===== src/design/rpd_pkg.sv =====
`timescale 1ns / 1ps
// ----------------------------------------------------------------------------
// rpd_pkg
// Shared types, constants and helpers of the run-length packet decoder.
// ----------------------------------------------------------------------------
package rpd_pkg;

    localparam int SIZE_W     = 4;   // effective element size, 1..MAX_ELEMENT_BYTES
    localparam int TOTAL_W    = 17;  // element_count * element_size
    localparam int CMP_W      = 18;  // room for position plus one run
    localparam int REM_W      = 11;  // remaining bytes when a run is clipped
    localparam int Q_DEPTH    = 2;
    localparam int Q_AW       = 1;

    localparam logic [7:0] HDR_TYPE_MASK = 8'h80;
    localparam logic [7:0] HDR_LEN_MASK  = 8'h7f;

    localparam logic [0:0] REG_ELEMENT_SIZE  = 1'b0;
    localparam logic [0:0] REG_ELEMENT_COUNT = 1'b1;

    typedef enum logic [1:0] {
        PH_HEADER = 2'd0,
        PH_REPEAT = 2'd1,
        PH_RAW    = 2'd2
    } rpd_phase_t;

    // One finished element run travelling from the front to the back.
    typedef struct packed {
        logic [31:0]        value;
        logic [7:0]         run_raw;
        logic [15:0]        position;
        logic [SIZE_W-1:0]  size;
        logic [REM_W-1:0]   rem_bytes;
        logic               clip;
        logic               last;
    } rpd_rec_t;

    // ceil(rem / size) for small remainders; sizes that are not powers of two use a reciprocal.
    function automatic logic [7:0] rpd_ceil_div(input logic [REM_W-1:0] rem,
                                                 input logic [SIZE_W-1:0] size);
        logic [REM_W-1:0] x;
        logic [REM_W+15:0] prod;
        logic [REM_W-1:0] q;
        x    = rem + REM_W'(size) - REM_W'(1);
        prod = '0;
        case (size)
            4'd2: q = x >> 1;
            4'd4: q = x >> 2;
            4'd8: q = x >> 3;
            4'd3: begin
                prod = x * 16'd21846;
                q    = prod[REM_W+15:16];
            end
            4'd5: begin
                prod = x * 16'd13108;
                q    = prod[REM_W+15:16];
            end
            4'd6: begin
                prod = x * 16'd10923;
                q    = prod[REM_W+15:16];
            end
            4'd7: begin
                prod = x * 16'd9363;
                q    = prod[REM_W+15:16];
            end
            default: q = x;
        endcase
        return q[7:0];
    endfunction

endpackage


===== src/design/rle_packet_decoder_top.sv =====
`timescale 1ns / 1ps
// A result item is written to a queue entry and then to the output register after the last
// byte of its element is accepted. Throughput: one compressed byte per cycle while the
// two-entry queue is not full; the output register takes the next item once it is empty or accepted.
// Reset: aresetn is synchronous and active low; it clears the parse state, the position,
// the queue and the output valid, and sets element_size and element_count to 1.
// ----------------------------------------------------------------------------
// rle_packet_decoder_top
// Run-length packet decoder with an APB-style configuration port.
// ----------------------------------------------------------------------------
module rle_packet_decoder_top import rpd_pkg::*; #(
    parameter int MAX_ELEMENT_BYTES = 4
) (
    input  logic        aclk,
    input  logic        aresetn,
    input  logic        s_tvalid,
    output logic        s_tready,
    input  logic [7:0]  s_tdata,   // data_byte[7:0]
    output logic        m_tvalid,
    input  logic        m_tready,
    output logic [55:0] m_tdata,   // element_value[31:0], repeat_count[39:32], position[55:40]
    output logic        m_tlast,
    input  logic        psel,
    input  logic        penable,
    input  logic        pwrite,
    input  logic [2:0]  paddr,
    input  logic [31:0] pwdata,
    output logic [31:0] prdata,
    output logic        pready
);

    logic [2:0]          size_reg, size_next;
    logic [13:0]         count_reg, count_next;
    logic [SIZE_W-1:0]   eff_size_reg, eff_size_next;
    logic [TOTAL_W-1:0]  total_reg, total_next;

    logic [SIZE_W-1:0]   wr_size;
    logic [13:0]         wr_count;
    logic                cfg_write;

    logic                q_full;
    logic                q_empty;
    logic                q_push;
    logic                q_pop;
    rpd_rec_t            push_rec;
    rpd_rec_t            pop_rec;

    assign pready    = 1'b1;
    assign cfg_write = psel && penable && pwrite;
    assign prdata    = (paddr[2] == REG_ELEMENT_COUNT) ? {18'd0, count_reg} :
                                                         {29'd0, size_reg};

    // Out-of-range sizes and a zero count act as the nearest legal value.
    always_comb begin
        wr_size = SIZE_W'(pwdata[2:0]);
        if (wr_size == '0) begin
            wr_size = SIZE_W'(1);
        end
        if (wr_size > SIZE_W'(MAX_ELEMENT_BYTES)) begin
            wr_size = SIZE_W'(MAX_ELEMENT_BYTES);
        end
        wr_count = (pwdata[13:0] == 14'd0) ? 14'd1 : pwdata[13:0];

        size_next     = size_reg;
        count_next    = count_reg;
        eff_size_next = eff_size_reg;
        total_next    = total_reg;
        if (cfg_write) begin
            if (paddr[2] == REG_ELEMENT_SIZE) begin
                size_next     = pwdata[2:0];
                eff_size_next = wr_size;
                total_next    = TOTAL_W'((count_reg == 14'd0) ? 14'd1 : count_reg) *
                                TOTAL_W'(wr_size);
            end else begin
                count_next = pwdata[13:0];
                total_next = TOTAL_W'(wr_count) * TOTAL_W'(eff_size_reg);
            end
        end
    end

    always_ff @(posedge aclk) begin
        if (!aresetn) begin
            size_reg     <= 3'd1;
            count_reg    <= 14'd1;
            eff_size_reg <= SIZE_W'(1);
            total_reg    <= TOTAL_W'(1);
        end else begin
            size_reg     <= size_next;
            count_reg    <= count_next;
            eff_size_reg <= eff_size_next;
            total_reg    <= total_next;
        end
    end

    rpd_front #(
        .MAX_ELEMENT_BYTES(MAX_ELEMENT_BYTES)
    ) u_front (
        .aclk     (aclk),
        .aresetn  (aresetn),
        .in_valid (s_tvalid),
        .in_byte  (s_tdata),
        .q_full   (q_full),
        .eff_size (eff_size_reg),
        .total    (total_reg),
        .in_ready (s_tready),
        .q_push   (q_push),
        .q_rec    (push_rec)
    );

    rpd_queue u_queue (
        .aclk     (aclk),
        .aresetn  (aresetn),
        .push     (q_push),
        .push_rec (push_rec),
        .pop      (q_pop),
        .pop_rec  (pop_rec),
        .full     (q_full),
        .empty    (q_empty)
    );

    rpd_back u_back (
        .aclk     (aclk),
        .aresetn  (aresetn),
        .q_rec    (pop_rec),
        .q_empty  (q_empty),
        .q_pop    (q_pop),
        .m_tvalid (m_tvalid),
        .m_tready (m_tready),
        .m_tdata  (m_tdata),
        .m_tlast  (m_tlast)
    );

endmodule


===== src/design/rpd_front.sv =====
`timescale 1ns / 1ps
// ----------------------------------------------------------------------------
// rpd_front
// Parses headers, assembles element bytes and tracks the output position.
// ----------------------------------------------------------------------------
module rpd_front import rpd_pkg::*; #(
    parameter int MAX_ELEMENT_BYTES = 4
) (
    input  logic                aclk,
    input  logic                aresetn,
    input  logic                in_valid,
    input  logic [7:0]          in_byte,
    input  logic                q_full,
    input  logic [SIZE_W-1:0]   eff_size,
    input  logic [TOTAL_W-1:0]  total,
    output logic                in_ready,
    output logic                q_push,
    output rpd_rec_t            q_rec
);

    localparam int BUF_W = 8 * MAX_ELEMENT_BYTES;
    localparam int IW    = (MAX_ELEMENT_BYTES > 1) ? $clog2(MAX_ELEMENT_BYTES) : 1;

    rpd_phase_t       phase_reg, phase_next;
    logic [7:0]       remain_reg, remain_next;
    logic [IW-1:0]    idx_reg, idx_next;
    logic [BUF_W-1:0] buf_reg, buf_next;
    logic [15:0]      pos_reg, pos_next;

    logic [BUF_W-1:0]     buf_fill;
    logic [7:0]           run_raw;
    logic [11:0]          run_bytes;
    logic [11:0]          prev_bytes;
    logic [CMP_W-1:0]     end_pos;
    logic [CMP_W-1:0]     rem_bytes;
    logic                 done;
    logic                 clip;
    logic                 elem_done;
    logic                 accept;

    assign in_ready = !q_full;
    assign accept   = in_valid && in_ready;

    always_ff @(posedge aclk) begin
        if (!aresetn) begin
            phase_reg  <= PH_HEADER;
            remain_reg <= '0;
            idx_reg    <= '0;
            buf_reg    <= '0;
            pos_reg    <= '0;
        end else begin
            phase_reg  <= phase_next;
            remain_reg <= remain_next;
            idx_reg    <= idx_next;
            buf_reg    <= buf_next;
            pos_reg    <= pos_next;
        end
    end

    always_comb begin
        buf_fill = buf_reg;
        for (int i = 0; i < MAX_ELEMENT_BYTES; i++) begin
            if (idx_reg == IW'(i)) begin
                buf_fill[8*i +: 8] = in_byte;
            end
        end
    end

    assign elem_done  = (SIZE_W'(idx_reg) + SIZE_W'(1)) >= eff_size;
    assign run_raw    = (phase_reg == PH_REPEAT) ?
                        ((remain_reg == 8'd0) ? 8'd1 : remain_reg) : 8'd1;
    assign run_bytes  = run_raw * 12'(eff_size);
    assign prev_bytes = run_bytes - 12'(eff_size);
    assign end_pos    = CMP_W'(pos_reg) + CMP_W'(run_bytes);
    assign rem_bytes  = (CMP_W'(total) > CMP_W'(pos_reg)) ?
                        CMP_W'(total) - CMP_W'(pos_reg) : '0;
    assign done       = end_pos >= CMP_W'(total);
    // A repeat run longer than what the image still needs gets clipped later.
    assign clip       = CMP_W'(prev_bytes) >= rem_bytes;

    always_comb begin
        phase_next  = phase_reg;
        remain_next = remain_reg;
        idx_next    = idx_reg;
        buf_next    = buf_reg;
        pos_next    = pos_reg;
        q_push      = 1'b0;

        q_rec.value     = 32'(buf_fill);
        q_rec.run_raw   = run_raw;
        q_rec.position  = pos_reg;
        q_rec.size      = eff_size;
        q_rec.rem_bytes = rem_bytes[REM_W-1:0];
        q_rec.clip      = clip;
        q_rec.last      = done;

        if (accept) begin
            case (phase_reg)
                PH_REPEAT, PH_RAW: begin
                    if (!elem_done) begin
                        buf_next = buf_fill;
                        idx_next = idx_reg + IW'(1);
                    end else begin
                        q_push   = 1'b1;
                        buf_next = '0;
                        idx_next = '0;
                        if (done) begin
                            phase_next  = PH_HEADER;
                            remain_next = '0;
                            pos_next    = '0;
                        end else begin
                            pos_next = end_pos[15:0];
                            if (phase_reg == PH_REPEAT) begin
                                phase_next  = PH_HEADER;
                                remain_next = '0;
                            end else begin
                                remain_next = (remain_reg == 8'd0) ? 8'd0 :
                                              remain_reg - 8'd1;
                                if (remain_next == 8'd0) begin
                                    phase_next = PH_HEADER;
                                end
                            end
                        end
                    end
                end
                default: begin
                    remain_next = (in_byte & HDR_LEN_MASK) + 8'd1;
                    phase_next  = ((in_byte & HDR_TYPE_MASK) != 8'd0) ? PH_REPEAT : PH_RAW;
                    idx_next    = '0;
                    buf_next    = '0;
                end
            endcase
        end
    end

endmodule


===== src/design/rpd_queue.sv =====
`timescale 1ns / 1ps
// ----------------------------------------------------------------------------
// rpd_queue
// Two-entry queue of element runs between the front and the back.
// ----------------------------------------------------------------------------
module rpd_queue import rpd_pkg::*; (
    input  logic     aclk,
    input  logic     aresetn,
    input  logic     push,
    input  rpd_rec_t push_rec,
    input  logic     pop,
    output rpd_rec_t pop_rec,
    output logic     full,
    output logic     empty
);

    rpd_rec_t         mem_reg [Q_DEPTH];
    logic [Q_AW-1:0]  wr_ptr_reg, wr_ptr_next;
    logic [Q_AW-1:0]  rd_ptr_reg, rd_ptr_next;
    logic [Q_AW:0]    count_reg, count_next;

    assign full    = (count_reg == (Q_AW+1)'(Q_DEPTH));
    assign empty   = (count_reg == '0);
    assign pop_rec = mem_reg[rd_ptr_reg];

    always_comb begin
        wr_ptr_next = wr_ptr_reg;
        rd_ptr_next = rd_ptr_reg;
        count_next  = count_reg;
        if (push && !full) begin
            wr_ptr_next = wr_ptr_reg + Q_AW'(1);
        end
        if (pop && !empty) begin
            rd_ptr_next = rd_ptr_reg + Q_AW'(1);
        end
        if ((push && !full) && !(pop && !empty)) begin
            count_next = count_reg + (Q_AW+1)'(1);
        end else if (!(push && !full) && (pop && !empty)) begin
            count_next = count_reg - (Q_AW+1)'(1);
        end
    end

    always_ff @(posedge aclk) begin
        if (!aresetn) begin
            wr_ptr_reg <= '0;
            rd_ptr_reg <= '0;
            count_reg  <= '0;
        end else begin
            wr_ptr_reg <= wr_ptr_next;
            rd_ptr_reg <= rd_ptr_next;
            count_reg  <= count_next;
        end
    end

    always_ff @(posedge aclk) begin
        if (push && !full) begin
            mem_reg[wr_ptr_reg] <= push_rec;
        end
    end

endmodule


===== src/design/rpd_back.sv =====
`timescale 1ns / 1ps
// ----------------------------------------------------------------------------
// rpd_back
// Clips repeat runs to the remaining image and holds the result register.
// ----------------------------------------------------------------------------
module rpd_back import rpd_pkg::*; (
    input  logic        aclk,
    input  logic        aresetn,
    input  rpd_rec_t    q_rec,
    input  logic        q_empty,
    output logic        q_pop,
    output logic        m_tvalid,
    input  logic        m_tready,
    output logic [55:0] m_tdata,
    output logic        m_tlast
);

    logic        valid_reg, valid_next;
    logic [55:0] data_reg, data_next;
    logic        last_reg, last_next;
    logic [7:0]  rem_el;
    logic [7:0]  run;

    // A clipped run covers the rest of the image in whole elements, with at least one element.
    assign rem_el = rpd_ceil_div(q_rec.rem_bytes, q_rec.size);
    assign run    = !q_rec.clip ? q_rec.run_raw :
                    (rem_el == 8'd0) ? 8'd1 : rem_el;

    assign q_pop = !q_empty && (!valid_reg || m_tready);

    always_comb begin
        valid_next = valid_reg;
        data_next  = data_reg;
        last_next  = last_reg;
        if (q_pop) begin
            valid_next = 1'b1;
            data_next  = {q_rec.position, run, q_rec.value};
            last_next  = q_rec.last;
        end else if (m_tready) begin
            valid_next = 1'b0;
        end
    end

    always_ff @(posedge aclk) begin
        if (!aresetn) begin
            valid_reg <= 1'b0;
        end else begin
            valid_reg <= valid_next;
        end
    end

    always_ff @(posedge aclk) begin
        data_reg <= data_next;
        last_reg <= last_next;
    end

    assign m_tvalid = valid_reg;
    assign m_tdata  = data_reg;
    assign m_tlast  = last_reg;

endmodule


===== config.mk =====
export PLATFORM = sky130hd
export DESIGN_NAME = rle_packet_decoder_top
export DESIGN_NICKNAME = d
export VERILOG_FILES = /design/src/design/rpd_pkg.sv /design/src/design/rle_packet_decoder_top.sv /design/src/design/rpd_front.sv /design/src/design/rpd_queue.sv /design/src/design/rpd_back.sv
export SDC_FILE = /design/constraint.sdc
export NUM_CORES = 1
export LEC_CHECK = 0
export ABC_AREA = 1
export BUFFER_PORTS_ARGS = -buffer_cell sky130_fd_sc_hd__buf_2
export CAP_MARGIN = 30
export CORE_MARGIN = 5
export CORE_UTILIZATION = 37
export DETAILED_ROUTE_END_ITERATION = 7
export GPL_TIMING_DRIVEN = 0
export PLACE_DENSITY = 0.55
export SYNTH_ARGS = -nofsm -noshare
export SYNTH_HDL_FRONTEND = slang
export SYNTH_SLANG_ARGS = --single-unit

===== constraint.sdc =====
create_clock -name aclk -period 7.48 [get_ports aclk]
set_clock_uncertainty 0.15 [all_clocks]
set_input_delay 0.374 -clock aclk [delete_from_list [all_inputs] [get_ports aclk]]
set_output_delay 0.374 -clock aclk [all_outputs]
set_load 0.1 [all_outputs]

==> impl_metrics.py, run 1 <==
metrics = {
    "detailed_routing": {
        "viasPerCell": 4.80,
        "highest_layer": "met4",
        "num_vias": 21079,
        "ant_nets": 0,
        "route.met3.wl_um": 2240,
        "firstDrtPassIters": 5,
        "wl_met1_um": 31800,
        "wl_per_cell_um": 15.7,
        "drtIter0Drc": 1195,
        "wl_um": 69100,
        "wl_met2_um": 33600,
        "drc": 0,
    },
    "run": {
        "cap_violations": 0,
    },
    "finish": {
        "fin_cells": 4392,
        "nFillCells": 7051,
        "nNetsFinal": 3936,
        "register_area_mm2": 0.00810,
        "largest_register_ffs": 144,
        "area_growth_syn_to_layout_pct": 15.1,
        "diodes": 0,
        "drive_gt1_share_pct": 10.0,
        "multi_input_area_mm2": 0.0154,
        "final_util_pct": 43.0,
    },
    "yosys": {
        "yosysUniqueCellTypes": 57,
        "synth-seq-cells": 304,
        "ys_warn_count": 0,
        "syn_inst": 3245,
        "syn_area_mm2": 0.0257,
        "synth.avg_cell_area_um2": 7.93,
        "seq_area_frac_synth_pct": 31.5,
    },
    "die": {
        "die_area_mm2": 0.0749,
        "core_mm2": 0.0688,
        "rows": 96,
        "initial_core_util_pct": 37.4,
        "die_y_um": 274,
        "io_pins": 142,
        "die_w_um": 274,
    },
    "critical_path": {
        "crit_type": "reg -> reg",
        "cp-end-kind": "register",
        "path_delay_family": "adder cells",
        "startpoint_type": "register",
        "cp.required_ns": 7.61,
        "cp_data_arrival_time_ns": 7.28,
        "crit_slowest_cell": "fa_1",
        "reg2reg_depth": 36,
        "crit_fanout": 10,
        "worst-path-stages": 36,
        "critPathMaxStageDelay_ns": 0.55,
        "crit_buf_inv": 8,
        "cpMostUsedCell": "nand2_1",
    },
    "clock_tree": {
        "cts_sinks": 304,
        "cts_tree": "built",
        "clk_pin_slew_ns": 0.06,
        "cts_buffers": 35,
        "cts_max_level": 2,
        "cts_root_buffer": "clkbuf_16",
        "clkLatencyLatePin_ns": 0.54,
        "cts_buffer_depth": 3,
    },
    "grt": {
        "grt_pass1_wl_um": 111000,
        "grt_pass1_vias": 20778,
        "grt.total_usage_pct": 18.3,
        "antenna_found_initial": 0,
        "grt_max_degree": 30,
        "grt_overflow": 0,
    },
    "sta": {
        "report.final.slew_viol_count": 0,
        "slew_headroom_pct": 46.7,
        "hold_viol": 0,
        "post-route-min-period_ns": 7.15,
        "fmax_ghz": 0.140,
        "rsz0062_at_grt": "true",
        "fin_crit_sh_pct": 95.6,
        "setup_viol": 0,
        "worstMarginPinSlew_ns": 0.799,
    },
    "min_path": {
        "min_path_cells": 3,
        "hp-class": "in -> reg",
    },
    "status": {
        "status": "complete, no violations",
    },
    "place": {
        "dp_cells": 4299,
        "port-buffer-count": 98,
        "dp_hpwl_um": 54900,
        "gp_congestion": 0.868,
    },
}
cells in the mapped netlist, drive strengths merged:
cell type	number	area [µm²]
nand2	752	2830
inv	638	2390
ha	333	4170
nor2	241	917
a21oi	203	1020
edfxtp	201	6040
o21ai	159	830
nand3	130	661
fa	117	2340
dfxtp	103	2060
clkbuf	57	214
xor2	37	324
a211oi	36	270
nor3	30	161
buf	24	171
nand4	21	138
or2	19	121
xnor2	19	166
a31oi	17	113
o211ai	15	113
o21bai	15	113
nand3b	13	97.6
nor4	13	81.3
a21o	7	52.6
o2111ai	7	61.3
clkinv	5	18.8
mux2i	5	50.1
a221oi	4	35.0
a22oi	4	30.0
and2	3	18.8
a21boi	2	15.0
a31o	2	17.5
conb	2	7.51
o21a	2	15.0
o22ai	2	12.5
o31ai	2	15.0
a41o	1	10.0
a41oi	1	8.76
and3	1	6.26
nor3b	1	7.51
or3	1	6.26
path summary, 6_finish.rpt:
path | from | end | slack (ns)
worst max-delay path | register | u_back.m_tdata[37] | 0.33
worst min-delay path | pwdata[8] | count_reg[8] | 0.02
worst max register to register | register | u_back.m_tdata[37] | 0.33
worst min register to register | u_front.buf_reg[14] | u_front.buf_reg[14] | 0.30
cells by family after synthesis:
family	count (synthesis)	synth area share, %
and+or+nand+nor	1225	19.6
muxes	5	0.195
buffers and inverters	724	10.9
xor gates and xnor gates	56	1.91
DFF	304	31.5
AOI/OAI and AO/OA	479	10.6
other	2	0.0292
adders and majority gates	450	25.3
metal layers:
layer  GRT usage (%)  vias up
li1                -    10833
met1            24.5     9822
met2            32.5      360
met3            1.56       64
met4            3.88        0
met5               0        -
metrics by stage:
stage	hold WS [ns]	setup slack, ns	area, µm²	TNS, ns
after global routing	0.0211	-0.0980	29600	-0.280
final	0.0213	0.331	29600	0
after global placement	0.287	-1.26	27400	-143.72
after CTS	0.00204	-0.0141	29100	-0.0148
after detailed placement	0.299	-1.16	27600	-14.27
after floorplan	0.274	0.397	25800	0
layout by cell type, fill, tap and decap left out, types with 19 or more instances in the layout:
master / instances
edfxtp_1: 201
nand4_1: 20
xor2_1: 33
buf_4: 51
a211oi_1: 36
inv_1: 623
clkbuf_1: 60
nor3_1: 25
ha_1: 316
o21ai_0: 131
nand2_1: 739
clkbuf_16: 35
nor2_1: 216
a21oi_1: 194
dfxtp_1: 102
fa_1: 116
buf_2: 100
conb_1: 19
nand3_1: 121
final cells by class:
type | count | share of cell area (%)
Multi-Input combinational cell | 2234 | 52.1
Clock inverter | 15 | 0.706
Inverter | 643 | 8.19
Tap cell | 931 | 3.93
Buffer | 80 | 1.35
Clock buffer | 47 | 3.28
Timing Repair Buffer | 138 | 3.05
Sequential cell | 304 | 27.4
worst reg2reg max path: cells and delay by family (launching register included):
family | cells | cell delay [ns]
flops | 1 | 0.37
simple gates | 17 | 1.67
mux | 1 | 0.25
fa+ha+maj | 8 | 3.17
buf+inv | 8 | 1.09
xor+xnor | 1 | 0.14
compound gates | 1 | 0.06
what timing repair did:
item                                    in CTS  in global routing
resized for setup                           37                100
hold endpoints to repair                     2                  0
buffers inserted                            12                 18
pin swaps                                    4                 31
hold buffers                                 2                  0
endpoints found under the setup margin      34                 36
Power of run 1 is left out: the tool's default activity adds up to more than one toggle a clock period on the data nets, which glitch-free logic cannot reach.
==> run 2: changes to the inputs <==
--- a/config.mk
+++ b/config.mk
@@ -12,7 +12,7 @@
 export CORE_UTILIZATION = 37
 export DETAILED_ROUTE_END_ITERATION = 7
 export GPL_TIMING_DRIVEN = 0
-export PLACE_DENSITY = 0.55
+export PLACE_DENSITY = 0.53
 export SYNTH_ARGS = -nofsm -noshare
 export SYNTH_HDL_FRONTEND = slang
 export SYNTH_SLANG_ARGS = --single-unit
==> constraint.sdc (replaced) <==
create_clock -name aclk -period 8.97 [get_ports aclk]
set_clock_uncertainty 0.15 [all_clocks]
set_input_delay 0.4485 -clock aclk [delete_from_list [all_inputs] [get_ports aclk]]
set_output_delay 0.4485 -clock aclk [all_outputs]
set_load 0.1 [all_outputs]
==> run 2 against run 1 <==
  * Flip-flop and latch count stayed put
  * Setup slack better by 0.26 ns
  * Sequential share of layout area is 0.68 points higher
  * Cell area is 2.5% lower
  * Routed wire length is 0.75% lower
  * Die area stayed put
  * Via count is 0.65% lower
  * Clock-buffer cell count is 8 higher
  * Maximum frequency is 15% lower
  * Utilization is 1.1 points lower
  * Non-clock buffer count is 31 lower
  * Critical path depth is 1 higher
  * Highest routed layer unchanged
==> impl_metrics.py, run 2 (synthesized netlist as in run 1, its figures left out) <==
metrics = {
    "sta": {
        "fin_crit_sh_pct": 93.4,
        "rsz0062_at_grt": "false",
        "finalSetupTns_ns": 0,
        "hold-worst-slack_ns": 0.0532,
        "fmax_ghz": 0.119,
        "setup_viol": 0,
        "slew_headroom_pct": 33.5,
        "worstMarginPinSlew_ns": 0.998,
        "report.final.slew_viol_count": 0,
        "post-route-min-period_ns": 8.38,
        "hold_viol": 0,
    },
    "die": {
        "initial_core_util_pct": 37.4,
        "core_mm2": 0.0688,
        "rows": 96,
        "die_w_um": 274,
        "die_y_um": 274,
        "io_pins": 142,
        "die_area_mm2": 0.0749,
    },
    "clock_tree": {
        "cts_max_level": 2,
        "cts_root_buffer": "clkbuf_16",
        "clkLatencyLatePin_ns": 0.56,
        "cts_buffer_depth": 3,
        "cts_buffers": 37,
        "cts_hold_buf": 0,
        "clk_pin_slew_ns": 0.06,
        "postCtsSetupRepairBufs": 0,
        "post_cts_resized": 0,
        "cts_sinks": 304,
        "cts_tree": "built",
    },
    "grt": {
        "grt.total_usage_pct": 18.4,
        "grt_overflow": 0,
        "grt_max_degree": 28,
        "grt_pass1_vias": 20766,
        "grt_pass1_wl_um": 110000,
        "antenna_found_initial": 0,
    },
    "critical_path": {
        "cp.required_ns": 9.21,
        "startpoint_type": "register",
        "path_delay_family": "adder cells",
        "cp-end-kind": "register",
        "crit_fanout": 10,
        "cpMostUsedCell": "nand2_1",
        "cp_data_arrival_time_ns": 8.62,
        "crit_buf_inv": 8,
        "crit_slowest_cell": "ha_2",
        "crit_type": "reg -> reg",
        "critPathMaxStageDelay_ns": 0.56,
    },
    "run": {
        "cap_violations": 0,
    },
    "detailed_routing": {
        "wl_um": 68600,
        "firstDrtPassIters": 5,
        "num_vias": 20942,
        "ant_nets": 0,
        "drc": 0,
        "drtIter0Drc": 1271,
        "viasPerCell": 4.80,
        "wl_per_cell_um": 15.7,
    },
    "place": {
        "dp_cells": 4299,
        "dp_hpwl_um": 55500,
        "port-buffer-count": 98,
        "gp_congestion": 0.866,
        "place_area_mm2": 0.0276,
    },
    "finish": {
        "drive_gt1_share_pct": 6.67,
        "fin_cells": 4365,
        "largest_register_ffs": 144,
        "final_area_mm2": 0.0289,
        "final_cell_mix": "nand2_1 (749), inv_1 (631), ha_1 (332), nor2_1 (234), a21oi_1 (202)",
        "nNetsFinal": 3907,
        "diodes": 0,
        "area_growth_syn_to_layout_pct": 12.2,
        "final_common_cell": "nand2_1",
    },
    "min_path": {
        "hp-class": "in -> reg",
    },
    "status": {
        "status": "complete, no violations",
    },
}
## run 2: metal layers
| layer | GRT usage [%] | part of all wire (%) | routed length (µm) |
|---|---|---|---|
| met3 | 2.00 | 3.6 | 2500 |
| met2 | 31.7 | 47 | 32400 |
| met4 | 5.44 | 3.0 | 2060 |
| met1 | 24.4 | 46 | 31600 |
| met5 | 0 | 0 | 0 |
## run 2: layout make-up
class / count / area [µm²]
sequential: 304 / 8100
fill: 7149 / 40000
timing repair buffer: 106 / 653
clock inverter: 11 / 186
buffer: 81 / 389
inverter: 643 / 2410
multi-input combinational: 2234 / 14900
clock buffer: 55 / 1030
tap: 931 / 1160
## run 2: final timing paths
path	depth (start not counted)	from	slack [ns]	end
setup / recovery	37	register	0.59	u_back.m_tdata[32]
hold / removal	3	pwdata[11]	0.05	count_reg[11]
setup reg to reg	37	register	0.59	u_back.m_tdata[32]
hold reg to reg	1	u_queue.rd_ptr_reg	0.30	register
## run 2: worst min-delay path: cells and delay by family
family / cells / cell delay, ns
AND/OR/NAND/NOR: 2 / 0.14
buffers and inverters: 1 / 0.14
## run 2: stage by stage
step           worst slack, ns  util, %
2_1_floorplan             1.89        -
3_5_place_dp            0.0892     40.2
4_1_cts                 0.0425     41.9
5_1_grt                 0.0467     42.0
6_report                 0.593     42.0
3_3_place_gp            0.0941     39.9
Power of run 2 is left out for the same reason.
==> run 3: changes to the inputs <==
--- a/config.mk
+++ b/config.mk
@@ -8,7 +8,7 @@
 export ABC_AREA = 1
 export BUFFER_PORTS_ARGS = -buffer_cell sky130_fd_sc_hd__buf_2
 export CAP_MARGIN = 30
-export CORE_MARGIN = 5
+export CORE_MARGIN = 2
 export CORE_UTILIZATION = 37
 export DETAILED_ROUTE_END_ITERATION = 7
 export GPL_TIMING_DRIVEN = 0
==> run 3 against run 2 <==
  * Setup slack got worse by 0.052 ns
  * First-iteration DRC count fell by 11%
  * Global-route usage up 0.96 points
==> impl_metrics.py, run 3 (synthesized netlist as in run 1, its figures left out) <==
metrics = {
    "status": {
        "status": "complete, no violations",
    },
    "critical_path": {
        "startpoint_type": "register",
        "cp_data_arrival_time_ns": 8.67,
        "critPathMaxStageDelay_ns": 0.60,
        "cpMostUsedCell": "inv_1",
        "crit_fanout": 10,
        "crit_slowest_cell": "ha_1",
        "cp-end-kind": "register",
        "crit_type": "reg -> reg",
        "cp.required_ns": 9.21,
        "reg2reg_slack_ns": 0.54,
    },
    "finish": {
        "final_cell_mix": "nand2_1 (749), inv_1 (631), ha_1 (333), nor2_1 (234), a21oi_1 (202)",
        "largest_register_ffs": 144,
        "area_growth_syn_to_layout_pct": 12.0,
        "final_common_cell": "nand2_1",
        "nNetsFinal": 3906,
        "drive_gt1_share_pct": 6.79,
        "diodes": 0,
    },
    "clock_tree": {
        "cts_max_level": 2,
        "cts_tree": "built",
        "postCtsSetupRepairBufs": 0,
        "clkLatencyLatePin_ns": 0.55,
        "cts_sinks": 304,
        "post_cts_resized": 0,
        "cts_hold_buf": 0,
        "cts_buffer_depth": 3,
        "cts_buffers": 36,
        "clk_pin_slew_ns": 0.07,
        "cts_root_buffer": "clkbuf_16",
    },
    "detailed_routing": {
        "wl_um": 68000,
        "firstDrtPassIters": 5,
        "wl_per_cell_um": 15.6,
        "drtIter0Drc": 1131,
        "viasPerCell": 4.78,
        "num_vias": 20843,
        "drc": 0,
        "ant_nets": 0,
    },
    "die": {
        "die_w_um": 268,
        "die_y_um": 268,
        "initial_core_util_pct": 37.4,
        "rows": 96,
        "io_pins": 142,
        "die_area_mm2": 0.0717,
        "core_mm2": 0.0687,
    },
    "sta": {
        "setup_viol": 0,
        "worstMarginPinSlew_ns": 1.01,
        "fmax_ghz": 0.119,
        "report.final.slew_viol_count": 0,
        "finalSetupTns_ns": 0,
        "rsz0062_at_grt": "false",
        "post-route-min-period_ns": 8.43,
        "hold-worst-slack_ns": 0.0636,
        "hold_viol": 0,
        "slew_headroom_pct": 33.0,
        "fin_crit_sh_pct": 94.0,
    },
    "place": {
        "gp_congestion": 0.867,
        "port-buffer-count": 98,
        "dp_hpwl_um": 54900,
    },
    "run": {
        "cap_violations": 0,
    },
    "grt": {
        "grt.total_usage_pct": 19.3,
        "grt_max_degree": 28,
        "grt_pass1_vias": 20331,
        "grt_pass1_wl_um": 109000,
        "grt_overflow": 0,
        "antenna_found_initial": 0,
    },
    "min_path": {
        "hp-class": "in -> reg",
        "hp-start": "pwdata[12]",
    },
}
run 3: path summary, 6_finish.rpt:
path | depth (start not counted) | endpoint
setup / recovery | 36 | u_back.m_tdata[32]
setup reg to reg | 36 | u_back.m_tdata[32]
hold reg to reg | 0 | u_queue.mem_reg[0][15]
hold / removal | 3 | count_reg[12]
run 3: final cells by class:
type,instances,area (µm²)
fill,7175,39900
multi-input combinational,2234,14900
sequential,304,8100
inverter,643,2410
tap,931,1160
clock buffer,47,1010
timing repair buffer,106,653
buffer,81,389
clock inverter,19,151
run 3: per-stage QoR:
step / area, µm² / cells / setup slack [ns] / utilization, %
CTS: 28800 / 4365 / 0.0891 / 41.9
detailed placement: 27600 / 4299 / 0.103 / 40.2
global route: 28800 / 4365 / 0.0516 / 42.0
global placement: 27400 / 4291 / 0.0852 / 39.9
floorplan: 25800 / 3262 / 1.89 / -
finish: 28800 / 4365 / 0.541 / 42.0
run 3: per-layer routing:
metal  GRT usage (%)  share of wire (%)
met1            26.3                 48
met4            4.21                1.9
met5               0                  0
met2            33.3                 48
met3            1.77                2.8
run 3: critical path: cells and delay by family (launching register included):
family	cells	cell delay, ns
AOI/OAI and AO/OA	3	0.54
and+or+nand+nor	12	1.48
xor gates and xnor gates	1	0.20
muxes	1	0.26
DFF	1	0.42
adders and majority gates	9	3.86
buffers and inverters	10	1.33
Power of run 3 is left out for the same reason.
